**config.mk**
```make
export PLATFORM = sky130hd
export DESIGN_NAME = npcs_ctrl
export DESIGN_NICKNAME = d
export VERILOG_FILES = /design/src/rtl/core/npcs_pkg.sv /design/src/rtl/core/npcs_ctrl.sv
export SDC_FILE = /design/constraint.sdc
export NUM_CORES = 1
export LEC_CHECK = 0
export ABC_AREA = 1
export ABC_CLOCK_PERIOD_IN_PS = 920
export BUFFER_PORTS_ARGS = -buffer_cell sky130_fd_sc_hd__buf_2
export CORE_AREA = 2 2 39 41
export DETAILED_ROUTE_END_ITERATION = 10
export DIE_AREA = 0 0 41 43
export PLACE_DENSITY = 0.37
export SETUP_SLACK_MARGIN = 0.02
export SLEW_MARGIN = 20
export SYNTH_ARGS = -nofsm -noshare
export SYNTH_HDL_FRONTEND = slang
export SYNTH_SLANG_ARGS = --single-unit
```
**constraint.sdc**
```tcl
create_clock -name clk -period 0.92 [get_ports clk]
set_input_delay 0.092 -clock clk [delete_from_list [all_inputs] [get_ports clk]]
set_output_delay 0.092 -clock clk [all_outputs]
set_load 0.01 [all_outputs]
```
**src/rtl/core/npcs_pkg.sv**
```systemverilog
// ----------------------------------------------------------------------------
// npcs_pkg
// Shared types and constants for the nearest palette color search block.
// ----------------------------------------------------------------------------
package npcs_pkg;

	localparam int CHAN6_W   = 6;
	localparam int CHAN8_W   = 8;
	localparam int INDEX_W   = 8;
	localparam int ENTRY_W   = 3 * CHAN6_W;
	localparam int SQ_W      = 2 * CHAN8_W;
	localparam int DIST_W    = 18;
	localparam int IN_DATA_W  = 56;
	localparam int OUT_DATA_W = 32;

	// Request kinds carried on the input side band.
	localparam logic REQ_WRITE = 1'b0;
	localparam logic REQ_QUERY = 1'b1;

	typedef enum logic [1:0] {
		ST_IDLE,
		ST_SCAN,
		ST_DRAIN
	} npcs_state_t;

	// Commands from the controller to the datapath.
	typedef struct packed {
		logic wr_en;
		logic start;
		logic issue;
		logic load_out;
	} npcs_cmd_t;

	// Status from the datapath to the controller.
	typedef struct packed {
		logic last_addr;
		logic pipe_busy;
		logic out_busy;
	} npcs_sts_t;

endpackage

```
**src/rtl/core/npcs_ctrl.sv**
```systemverilog
// ----------------------------------------------------------------------------
// npcs_ctrl
// Controller: takes input transactions, sequences the palette scan and
// hands the result to the output register.
// ----------------------------------------------------------------------------
module npcs_ctrl import npcs_pkg::*; (
	input  logic      clk,
	input  logic      arst_n,
	input  logic      in_valid,
	input  logic      in_kind,
	output logic      in_ready,
	input  npcs_sts_t sts,
	output npcs_cmd_t cmd
);

	npcs_state_t state_q, state_d;

	always_ff @(posedge clk or negedge arst_n) begin
		if (!arst_n) begin
			state_q <= ST_IDLE;
		end else begin
			state_q <= state_d;
		end
	end

	always_comb begin
		state_d  = state_q;
		in_ready = 1'b0;
		cmd      = '0;
		unique case (state_q)
			ST_IDLE: begin
				in_ready = 1'b1;
				if (in_valid) begin
					if (in_kind == REQ_QUERY) begin
						cmd.start = 1'b1;
						state_d   = ST_SCAN;
					end else begin
						cmd.wr_en = 1'b1;
					end
				end
			end
			ST_SCAN: begin
				cmd.issue = 1'b1;
				if (sts.last_addr) begin
					state_d = ST_DRAIN;
				end
			end
			ST_DRAIN: begin
				if (!sts.pipe_busy && !sts.out_busy) begin
					cmd.load_out = 1'b1;
					state_d      = ST_IDLE;
				end
			end
			default: begin
				state_d = ST_IDLE;
			end
		endcase
	end

endmodule

```
==> results by group <==
Global routing
  – Total Routing Usage GR: 0.05422
  – Largest net degree at the start of global routing: 5
  – Number of global-route vias before repair: 185
  – Routing usage on met2: 0.08125
  – Gr ovfl total: 0
  – GR peak layer: met2
  – Initial antenna violation count: 0
  – GR Layer Usage met1: 0.03215
  – Routing usage on met3: 0.03141
  – Global-route wire length before repair: 565 um

Clocking
  – Latest clock arrival within the worst-skew pair: 220 ps
  – Clock Tree Root: clkbuf_4
  – Total CTS buffers: 3
  – Clk slew on worst S/H paths: 30 ps
  – H-Tree Level Count: 1
  – CTS tree: done
  – Setup bufs post-CTS: 0
  – Clock Sinks: 2
  – Clk buf depth: 2

Setup path
  – R2R depth: 4
  – CP cell instances: nor2_4 -> nand2_1 -> nor2_1 -> buf_2
  – Crit-path max FO: 3
  – Startpoint type of the worst setup path: register
  – R2R Path End: state_q[1]$_DFFE_PN0P_
  – R2r startpoint: state_q[0]$_DFFE_PN0P_
  – CP max stage delay: 400 ps
  – Reg2Reg Setup Slack: 100 ps
  – End of the critical path: cmd[3]
  – WP data arrival: 1010 ps
  – Critical-path top delay cell: dfrtp_1
  – Setup crit end kind: output pin
  – Critical Path RT: 830 ps
  – Buf/Inv on CP: 1
  – WS Path Type: reg -> out
  – CP Depth: 4
  – Crit path from: state_q[0]$_DFFE_PN0P_
  – CP top delay family: flip-flops

Logic synthesis
  – Mux share of post-synthesis cell area: 0
  – Adder-cell share of the synthesized area: 0
  – Flops & latches, synth: 2
  – Ys Warns: 0
  – Post-Synth XOR/XNOR Area: 0
  – Sequential-to-total area share from yosys stat: 0.3670
  – Avg Inst Size Synth: 5.930 um2
  – Synth unique cells: 7
  – Simple-gate portion of the synthesized area: 0.4679
  – Synth Cell Area: 136.4 um2
  – Syn nets: 30
  – Synth Instances: 23
  – Main combinational cell family by area after synthesis: simple AND/OR/NAND/NOR gates
  – Compound-Gate Fraction of Synth Area: 0

Drt
  – Antenna Nets Post-Route: 0
  – Vias per Instance: 3.255
  – Via Count: 179
  – Drc violations: 0
  – Drt pass-1 iters: 2
  – Number of DRC markers in iteration 0: 1
  – Drt total wl: 347 um
  – Per-cell routed wire length: 6.309 um

STA
  – Final WS setup: -178.7 ps
  – Fmax: 910.2 MHz
  – Final Hold Violating Endpoints: 0
  – Worst relative slew slack: 0.9018
  – TNS Setup: -620.8 ps
  – Max Slew Vio Count: 0
  – Crit path time final: 1099 ps
  – Worst Hold Slack: 123.1 ps
  – Slew @ Worst Pin: 147.3 ps
  – Worst Skew: 1.308 ps
  – Fin crit share: 1.194
  – # setup viols final: 5
  – RSZ-0062 raised after global routing: true

Power
  – Power per cell area: 2541 nW/um2
  – Combinational share of power: 0.433
  – Peak supply drop: 0.0004897 V
  – Internal power: 405.7 uW
  – Switching share of total power: 0.3804
  – Lkg Pwr: 0.1650 nW
  – Clock power frac: 0.295
  – Seq pwr share: 0.272
  – P_sw: 249.2 uW

Cells and area
  – Flip-flop and latch area: 51.30 um2
  – Largest register FFs: 2
  – Share of post-route cells with drive strength above 1: 0.4359
  – N_diodes: 0
  – Multi-input logic area: 68.82 um2
  – Area delta synth->final: 88.99%
  – Top reg by flops: state_q
  – Layout fillers: 173
  – Post-layout nets: 48
  – Top flop regs: state_q: 2 flops

Floorplanning
  – Initial Util: 0.09855
  – Die width: 41 um
  – Core box area: 1384 um2
  – Die footprint: 1763 um2
  – Die Y: 43 um
  – I/O pin cnt: 12
  – # rows: 14

Status
  – Status: finished with violations
  – Violated checks: setup timing

Place
  – IO Port Bufs: 11
  – Global placement routability congestion: 0.5278
  – Setup WS pre-CTS: 41.42 ps
  – Dpl hpwl: 292.7 um

Job
  – MaxCap Viol Count: 0

Min path
  – Worst hold path class: in -> reg
## how the worst min path moves through the flow
stage / start / endpoint / cells after the start
after floorplan: arst_n / state_q[0]$_DFFE_PN0P_ / 0
after global placement: arst_n / state_q[0]$_DFFE_PN0P_ / 1
after detailed placement: arst_n / state_q[0]$_DFFE_PN0P_ / 1
after CTS: sts[2] / state_q[1]$_DFFE_PN0P_ / 3
after global routing: sts[2] / state_q[1]$_DFFE_PN0P_ / 3
final: sts[2] / state_q[1]$_DFFE_PN0P_ / 3
## power groups by stage
stage | Combinational (mW) | Clock [mW] | Sequential [mW]
floorplan | 0.167 | 0 | 0.174
global placement | 0.287 | 0 | 0.178
detailed placement | 0.287 | 0 | 0.176
CTS | 0.292 | 0.207 | 0.175
global route | 0.325 | 0.207 | 0.187
finish | 0.284 | 0.193 | 0.178
## Yosys cell counts (all sizes together)
master	count	area (um2)
nand3	1	5.000
nand3b	1	7.510
inv	6	22.52
dfrtp	2	50.05
nand2	8	30.03
nor2	5	21.27
## repair_timing
| item | in CTS | in global routing |
|---|---|---|
| hold buffers | 1 | 0 |
| gates resized for setup | 0 | 1 |
| setup endpoints to repair | 5 | 5 |
| pin swaps | 2 | 0 |
| hold endpoints to repair | 2 | 0 |
## per-stage QoR
| step | utilization | instance area [um2] | std cells | power [mW] |
|---|---|---|---|---|
| 2_1_floorplan | - | 141.4 | 23 | 0.3409 |
| 3_3_place_gp | 0.1618 | 224.0 | 51 | 0.4647 |
| 3_5_place_dp | 0.1618 | 224.0 | 51 | 0.4635 |
| 4_1_cts | 0.1854 | 256.5 | 55 | 0.6740 |
| 5_1_grt | 0.1863 | 257.7 | 55 | 0.7193 |
| 6_report | 0.1863 | 257.7 | 55 | 0.6549 |
## kinds of logic after synthesis
logic type / count (synthesis)
simple gates: 15
flops: 2
buf+inv: 6
## per-layer routing
layer	up-vias	wire, um	share of wire
met2	5	201	0.58
met3	0	31	0.089
met1	76	115	0.33
met4	0	0	0
met5	-	0	0
li1	98	-	-
## cells in the final DEF, fill, tap and decap left out, drive strengths merged
cell	count
inv	6
dfrtp	2
dlygate4sd3	1
clkbuf	3
nor2	5
nand3	1
nand3b	1
buf	12
nand2	8
## area by class of cell
type / count / area share
Timing Repair Buffer: 13 / 0.2816
Multi-Input combinational cell: 15 / 0.2670
Sequential cell: 2 / 0.1990
Clock buffer: 3 / 0.08738
Inverter: 6 / 0.08738
Tap cell: 16 / 0.07767
## worst register-to-register path, stage by stage (launching register included)
cell,delay [ps]
dfrtp_1,400
buf_4,160
nor2_1,90
nand2_1,50
nand2_1,50
(Power assumes the default switching activity.)
