File: config.mk
export PLATFORM = sky130hd
export DESIGN_NAME = npcs_dp
export DESIGN_NICKNAME = d
export VERILOG_FILES = /design/src/rtl/core/npcs_pkg.sv /design/src/rtl/core/npcs_ram.sv /design/src/rtl/core/npcs_dp.sv
export SDC_FILE = /design/constraint.sdc
export NUM_CORES = 2
export LEC_CHECK = 0
export BUFFER_PORTS_ARGS = -buffer_cell sky130_fd_sc_hd__clkbuf_2
export CELL_PAD_IN_SITES_DETAIL_PLACEMENT = 1
export CELL_PAD_IN_SITES_GLOBAL_PLACEMENT = 2
export CORE_MARGIN = 1.5
export CORE_UTILIZATION = 50
export DETAILED_ROUTE_END_ITERATION = 8
export PLACE_DENSITY_LB_ADDON = 0.1
export SYNTH_ARGS = -nofsm -noshare
export SYNTH_HDL_FRONTEND = slang
export SYNTH_MEMORY_MAX_BITS = 65536
export SYNTH_SLANG_ARGS = --single-unit
File: constraint.sdc
create_clock -name clk -period 10.7 [get_ports clk]
set_input_delay 0 -clock clk [delete_from_list [all_inputs] [get_ports clk]]
set_output_delay 0 -clock clk [all_outputs]
set_load 0.03 [all_outputs]
File: src/rtl/core/npcs_pkg.sv
// ----------------------------------------------------------------------------
// npcs_pkg
// Shared types and constants for the nearest palette color search block.
// ----------------------------------------------------------------------------
package npcs_pkg;

	localparam int CHAN6_W   = 6;
	localparam int CHAN8_W   = 8;
	localparam int INDEX_W   = 8;
	localparam int ENTRY_W   = 3 * CHAN6_W;
	localparam int SQ_W      = 2 * CHAN8_W;
	localparam int DIST_W    = 18;
	localparam int IN_DATA_W  = 56;
	localparam int OUT_DATA_W = 32;

	// Request kinds carried on the input side band.
	localparam logic REQ_WRITE = 1'b0;
	localparam logic REQ_QUERY = 1'b1;

	typedef enum logic [1:0] {
		ST_IDLE,
		ST_SCAN,
		ST_DRAIN
	} npcs_state_t;

	// Commands from the controller to the datapath.
	typedef struct packed {
		logic wr_en;
		logic start;
		logic issue;
		logic load_out;
	} npcs_cmd_t;

	// Status from the datapath to the controller.
	typedef struct packed {
		logic last_addr;
		logic pipe_busy;
		logic out_busy;
	} npcs_sts_t;

endpackage

File: src/rtl/core/npcs_ram.sv
// ----------------------------------------------------------------------------
// npcs_ram
// Generic single-write, single-read memory with a registered read port.
// ----------------------------------------------------------------------------
module npcs_ram #(
	parameter int WIDTH = 18,
	parameter int DEPTH = 256
) (
	input  logic                     clk,
	input  logic                     wr_en,
	input  logic [$clog2(DEPTH)-1:0] wr_addr,
	input  logic [WIDTH-1:0]         wr_data,
	input  logic [$clog2(DEPTH)-1:0] rd_addr,
	output logic [WIDTH-1:0]         rd_data
);

	logic [WIDTH-1:0] mem_q [DEPTH];

	always_ff @(posedge clk) begin
		if (wr_en) begin
			mem_q[wr_addr] <= wr_data;
		end
		rd_data <= mem_q[rd_addr];
	end

endmodule

File: src/rtl/core/npcs_dp.sv
// ----------------------------------------------------------------------------
// npcs_dp
// Datapath: palette memory, scan address counter, distance pipeline,
// running minimum and the output register.
// ----------------------------------------------------------------------------
module npcs_dp import npcs_pkg::*; #(
	parameter int PALETTE_ENTRIES = 256
) (
	input  logic                 clk,
	input  logic                 arst_n,
	input  npcs_cmd_t            cmd,
	output npcs_sts_t            sts,
	input  logic [INDEX_W-1:0]   entry_index,
	input  logic [CHAN6_W-1:0]   entry_red6,
	input  logic [CHAN6_W-1:0]   entry_green6,
	input  logic [CHAN6_W-1:0]   entry_blue6,
	input  logic [CHAN8_W-1:0]   query_red,
	input  logic [CHAN8_W-1:0]   query_green,
	input  logic [CHAN8_W-1:0]   query_blue,
	output logic                 out_valid,
	input  logic                 out_ready,
	output logic [INDEX_W-1:0]   best_index,
	output logic [DIST_W-1:0]    best_distance
);

	localparam int AW = $clog2(PALETTE_ENTRIES);
	localparam logic [AW-1:0]    LAST_ADDR   = AW'(PALETTE_ENTRIES - 1);
	localparam logic [AW-1:0]    FIRST_ADDR  = AW'(1);
	localparam logic [INDEX_W:0] ENTRY_LIMIT = (INDEX_W + 1)'(PALETTE_ENTRIES);

	function automatic logic [CHAN8_W-1:0] widen6(input logic [CHAN6_W-1:0] v);
		widen6 = {v, v[CHAN6_W-1 -: 2]};
	endfunction

	function automatic logic [SQ_W-1:0] sq_diff(input logic [CHAN8_W-1:0] a,
	                                            input logic [CHAN8_W-1:0] b);
		logic [CHAN8_W-1:0] d;
		d = (a >= b) ? (a - b) : (b - a);
		sq_diff = SQ_W'(d) * SQ_W'(d);
	endfunction

	logic [CHAN8_W-1:0] qr_q, qg_q, qb_q;
	logic [AW-1:0]      addr_q;
	logic               wr_ok;
	logic [ENTRY_W-1:0] rd_data;

	logic               v_s1, v_s2;
	logic [AW-1:0]      idx_s1, idx_s2;
	logic [SQ_W-1:0]    sqr_s2, sqg_s2, sqb_s2;
	logic [DIST_W-1:0]  cand_dist;

	logic [AW-1:0]      best_idx_q;
	logic [DIST_W-1:0]  best_dist_q;
	logic               out_valid_q;
	logic [INDEX_W-1:0] out_index_q;
	logic [DIST_W-1:0]  out_dist_q;

	assign wr_ok = cmd.wr_en && ({1'b0, entry_index} < ENTRY_LIMIT);

	npcs_ram #(
		.WIDTH (ENTRY_W),
		.DEPTH (PALETTE_ENTRIES)
	) u_palette (
		.clk     (clk),
		.wr_en   (wr_ok),
		.wr_addr (entry_index[AW-1:0]),
		.wr_data ({entry_red6, entry_green6, entry_blue6}),
		.rd_addr (addr_q),
		.rd_data (rd_data)
	);

	// Query color and scan address.
	always_ff @(posedge clk or negedge arst_n) begin
		if (!arst_n) begin
			addr_q <= FIRST_ADDR;
		end else if (cmd.start) begin
			addr_q <= FIRST_ADDR;
		end else if (cmd.issue) begin
			addr_q <= addr_q + FIRST_ADDR;
		end
	end

	always_ff @(posedge clk) begin
		if (cmd.start) begin
			qr_q <= query_red;
			qg_q <= query_green;
			qb_q <= query_blue;
		end
	end

	// Pipeline valid flags.
	always_ff @(posedge clk or negedge arst_n) begin
		if (!arst_n) begin
			v_s1 <= 1'b0;
			v_s2 <= 1'b0;
		end else begin
			v_s1 <= cmd.issue;
			v_s2 <= v_s1;
		end
	end

	// Stage 1: memory read returns; stage 2: per-channel squares.
	always_ff @(posedge clk) begin
		idx_s1 <= addr_q;
		idx_s2 <= idx_s1;
		sqr_s2 <= sq_diff(widen6(rd_data[3*CHAN6_W-1 -: CHAN6_W]), qr_q);
		sqg_s2 <= sq_diff(widen6(rd_data[2*CHAN6_W-1 -: CHAN6_W]), qg_q);
		sqb_s2 <= sq_diff(widen6(rd_data[CHAN6_W-1:0]), qb_q);
	end

	assign cand_dist = DIST_W'(sqr_s2) + DIST_W'(sqg_s2) + DIST_W'(sqb_s2);

	// Running minimum; only a strictly smaller distance replaces the best.
	always_ff @(posedge clk) begin
		if (cmd.start) begin
			best_idx_q  <= FIRST_ADDR;
			best_dist_q <= '1;
		end else if (v_s2 && (cand_dist < best_dist_q)) begin
			best_idx_q  <= idx_s2;
			best_dist_q <= cand_dist;
		end
	end

	// Output register.
	always_ff @(posedge clk or negedge arst_n) begin
		if (!arst_n) begin
			out_valid_q <= 1'b0;
		end else if (cmd.load_out) begin
			out_valid_q <= 1'b1;
		end else if (out_ready) begin
			out_valid_q <= 1'b0;
		end
	end

	always_ff @(posedge clk) begin
		if (cmd.load_out) begin
			out_index_q <= INDEX_W'(best_idx_q);
			out_dist_q  <= best_dist_q;
		end
	end

	assign sts.last_addr = (addr_q == LAST_ADDR);
	assign sts.pipe_busy = v_s1 || v_s2;
	assign sts.out_busy  = out_valid_q && !out_ready;

	assign out_valid     = out_valid_q;
	assign best_index    = out_index_q;
	assign best_distance = out_dist_q;

endmodule

==> summary.txt <==
Run status
  • Status: completed

Clock network
  • CTS tree: done
  • Clk sink count: 4774
  • Postcts setup bufs: 0
  • Hold_buf cts: 81
  • TritonCTS buffer count: 485
  • Clk_lat worst skew: 1.03 ns
  • CTS HTree Levels: 5
  • CTS Root Cell: clkbuf_16
  • Post_cts resized: 0
  • Clock-pin slew on the worst setup and hold paths: 0.07 ns
  • Max clock buf depth: 4

Route
  • WL/cell: 36.1 um
  • Iteration-0 DRC Markers: 10554
  • Residual DRC count: 0
  • Via-to-Cell Ratio: 6.30
  • Pre-antenna DRT Iters: 5
  • DR vias: 89623
  • Final ANT Viol Nets: 0
  • Final WL: 513000 um

Critical path
  • Critical path arrival: 8.17 ns
  • Crit path buffers/inverters: 5
  • Most used cell along the critical path: fa_1
  • WS Path Type: reg -> reg
  • Slowest stage delay, CP: 0.82 ns
  • Slowest cell on crit path: xnor2_1
  • CP Max Fanout: 10
  • Worst setup EP type: flop
  • Top delay family on crit path: adder cells
  • Worst Path Required: 11.59 ns
  • Startpoint types: flop

Min path
  • Hold/Removal Path Class: in -> reg

Floorplanning
  • Initial Util: 50.2%
  • IO Count: 87
  • Die W: 616 um
  • Die Y: 616 um
  • Die area: 0.380 mm2
  • Core Rows: 225
  • Total core area: 0.375 mm2

Timing
  • Achievable Freq: 137 MHz
  • Worst clock skew: 0.0497 ns
  • Worst Tran Pin Value: 1.28 ns
  • RSZ-0062 raised after global routing: false
  • Slew headroom: 14.6%
  • Final hold vios: 0
  • Tcrit/Tclk final: 68.1%
  • Min Tclk post-route: 7.28 ns
  • Max-slew violations: 0
  • Setup violations, final: 0
  • Worst setup margin: 3.42 ns
  • Setup Total Neg Slack: 0 ns

Global routing
  • GR peak layer: met2
  • Gr usage total: 27.1%
  • Largest net degree at the start of global routing: 145
  • GR Util met3: 3.86%
  • Met1 usage: 39.8%
  • First-pass GRT wire length: 723000 um
  • Vias in the first global route: 92815
  • Initial antenna violation count: 35
  • GRT overflow: 0
  • Met2 GRT Util: 43.4%

Finish
  • Layout Area Growth over Synthesis: 13.5%
  • Finished Layout Cells: 14218
  • NumNets Final: 9121
  • Share of layout cells above drive strength 1: 30.5%

Power
  • Pwr/cell area: 235 mW/mm2
  • Seq pwr share: 42.1%
  • Sw frac: 28.3%
  • Worst vdd rail ir drop: 0.472 mV
  • Power, Total: 50.1 mW
  • Logic pwr share: 24.0%
  • Switching pwr: 14.2 mW
  • Internal power: 35.9 mW
  • Leak: 67.5 nW
  • Clock share of power: 34.0%

Placed design
  • Gpl congestion: 0.823
  • Pre-CTS WS: 3.46 ns
  • Detailed Place HPWL: 295000 um
  • Number of port buffers: 86
  • Inst Count DP: 13229

Yosys
  • Top post-synthesis cells by count: edfxtp_1 (4658), mux4_2 (1417), nor2_1 (369), inv_1 (222), clkbuf_1 (213)
  • Synth top area cells: edfxtp_1 (74%), mux4_2 (17%), dfxtp_1 (1.1%)
  • Top cell type by total area after synthesis: edfxtp_1
  • Synthesized cell area: 0.188 mm2
  • Top cell type's share of synthesized area: 74.4%
  • Post-synthesis sequential area ratio: 75.6%
  • Synthesized flop and latch total: 4774
  • Netlist cell types: 61
  • Synth Flop Type: edfxtp_1
  • YS warnings: 0
  • Mapped Avg Cell Area: 22.7 um2
  • Most common cell in the netlist: edfxtp_1
  • Post-synth EDFFs: 4658
  • Post-Syn Instances: 8276
  • Async S/R FF share, synth: 0.230%

Run
  • Max-cap violations: 0
flip-flops by register name, indices dropped and copies added, names as in the netlist:
name and count:
addr_q 8, sqr_s2 15, u_palette.mem_q 4608, v_s1 1, best_index 8, best_distance 18, idx_s2 8, qr_q 8
qb_q 8, idx_s1 8, best_dist_q 18, qg_q 8, v_s2 1, best_idx_q 8, sqg_s2 15, u_palette.rd_data 18
sqb_s2 15, out_valid 1
cells by family (layout without fill, tap and decap cells):
kind of cell	Yosys count	after routing	share of synthesized area [%]
mux	1492	1492	17.4
compound gates	391	391	1.52
fa+ha+maj	261	261	2.12
simple gates	616	616	1.42
buf+inv	652	1588	1.53
other cells	2	14	0.00399
xor+xnor	88	88	0.410
flops	4774	4774	75.6
placed cells by master, fill, tap and decap left out, types with 35 or more instances in the layout:
cell type / Yosys / routed
edfxtp_1: 4658 / 4658
mux4_2: 1417 / 1417
clkbuf_16: 0 / 497
buf_4: 26 / 277
inv_1: 222 / 222
ha_1: 164 / 164
nor2_2: 0 / 147
nor2_1: 369 / 120
clkinv_2: 0 / 114
dfxtp_1: 105 / 105
nor2_4: 0 / 102
clkbuf_1: 213 / 99
fa_1: 97 / 97
clkinv_1: 0 / 93
dlygate4sd3_1: 0 / 81
nand2_1: 83 / 80
a21oi_1: 79 / 79
mux2i_1: 69 / 69
clkbuf_2: 1 / 69
xnor2_1: 61 / 61
bufinv_16: 0 / 54
a22o_1: 48 / 48
a221oi_1: 38 / 35
layer usage:
metal  wire length, um  vias up
met5                62        -
met4             12800       10
met3             35400      623
met2            249000     3553
met1            215000    49557
li1                  -    35880
power by group through the flow:
stage               clock (mW)  combinational, mW  sequential (mW)
finish                    17.0               12.0             21.1
global route              17.9               13.6             21.1
CTS                       17.3               12.3             21.1
detailed placement           0               12.2             21.5
global placement             0               12.0             21.5
floorplan                    0               8.98             21.4
metrics by stage:
step / util, % / hold WS [ns] / area (um2)
3_5_place_dp: 52.5 / -0.0531 / 197000
3_3_place_gp: 52.5 / -0.0596 / 197000
5_1_grt: 56.9 / 0.107 / 213000
2_1_floorplan: - / -0.296 / 188000
4_1_cts: 56.9 / 0.0405 / 213000
6_report: 56.9 / 0.0971 / 213000
area by class of cell:
| class | count | area, um2 |
|---|---|---|
| fillers | 31064 | 162000 |
| flip-flops and latches | 4774 | 142000 |
| multi-input cells | 2853 | 44200 |
| clock buffers | 600 | 12900 |
| well taps | 4994 | 6250 |
| repair buffers | 467 | 3950 |
| clock inverters | 299 | 3020 |
| inverters | 222 | 833 |
| diodes | 9 | 22.5 |
worst paths after layout:
check,start,end,slack [ns],cells past startpoint
min reg2reg,idx_s1[2],idx_s2[2],0.32,0
max in group asynchronous,arst_n,addr_q[3],10.01,3
min in group asynchronous,arst_n,v_s1,0.14,3
max,u_palette.rd_data[10],sqg_s2[14],3.42,25
min,entry_green6[2],u_palette.mem_q[142][8],0.1,2
max reg2reg,u_palette.rd_data[10],sqg_s2[14],3.42,25
Note: power is estimated with default switching activity, not from simulation.
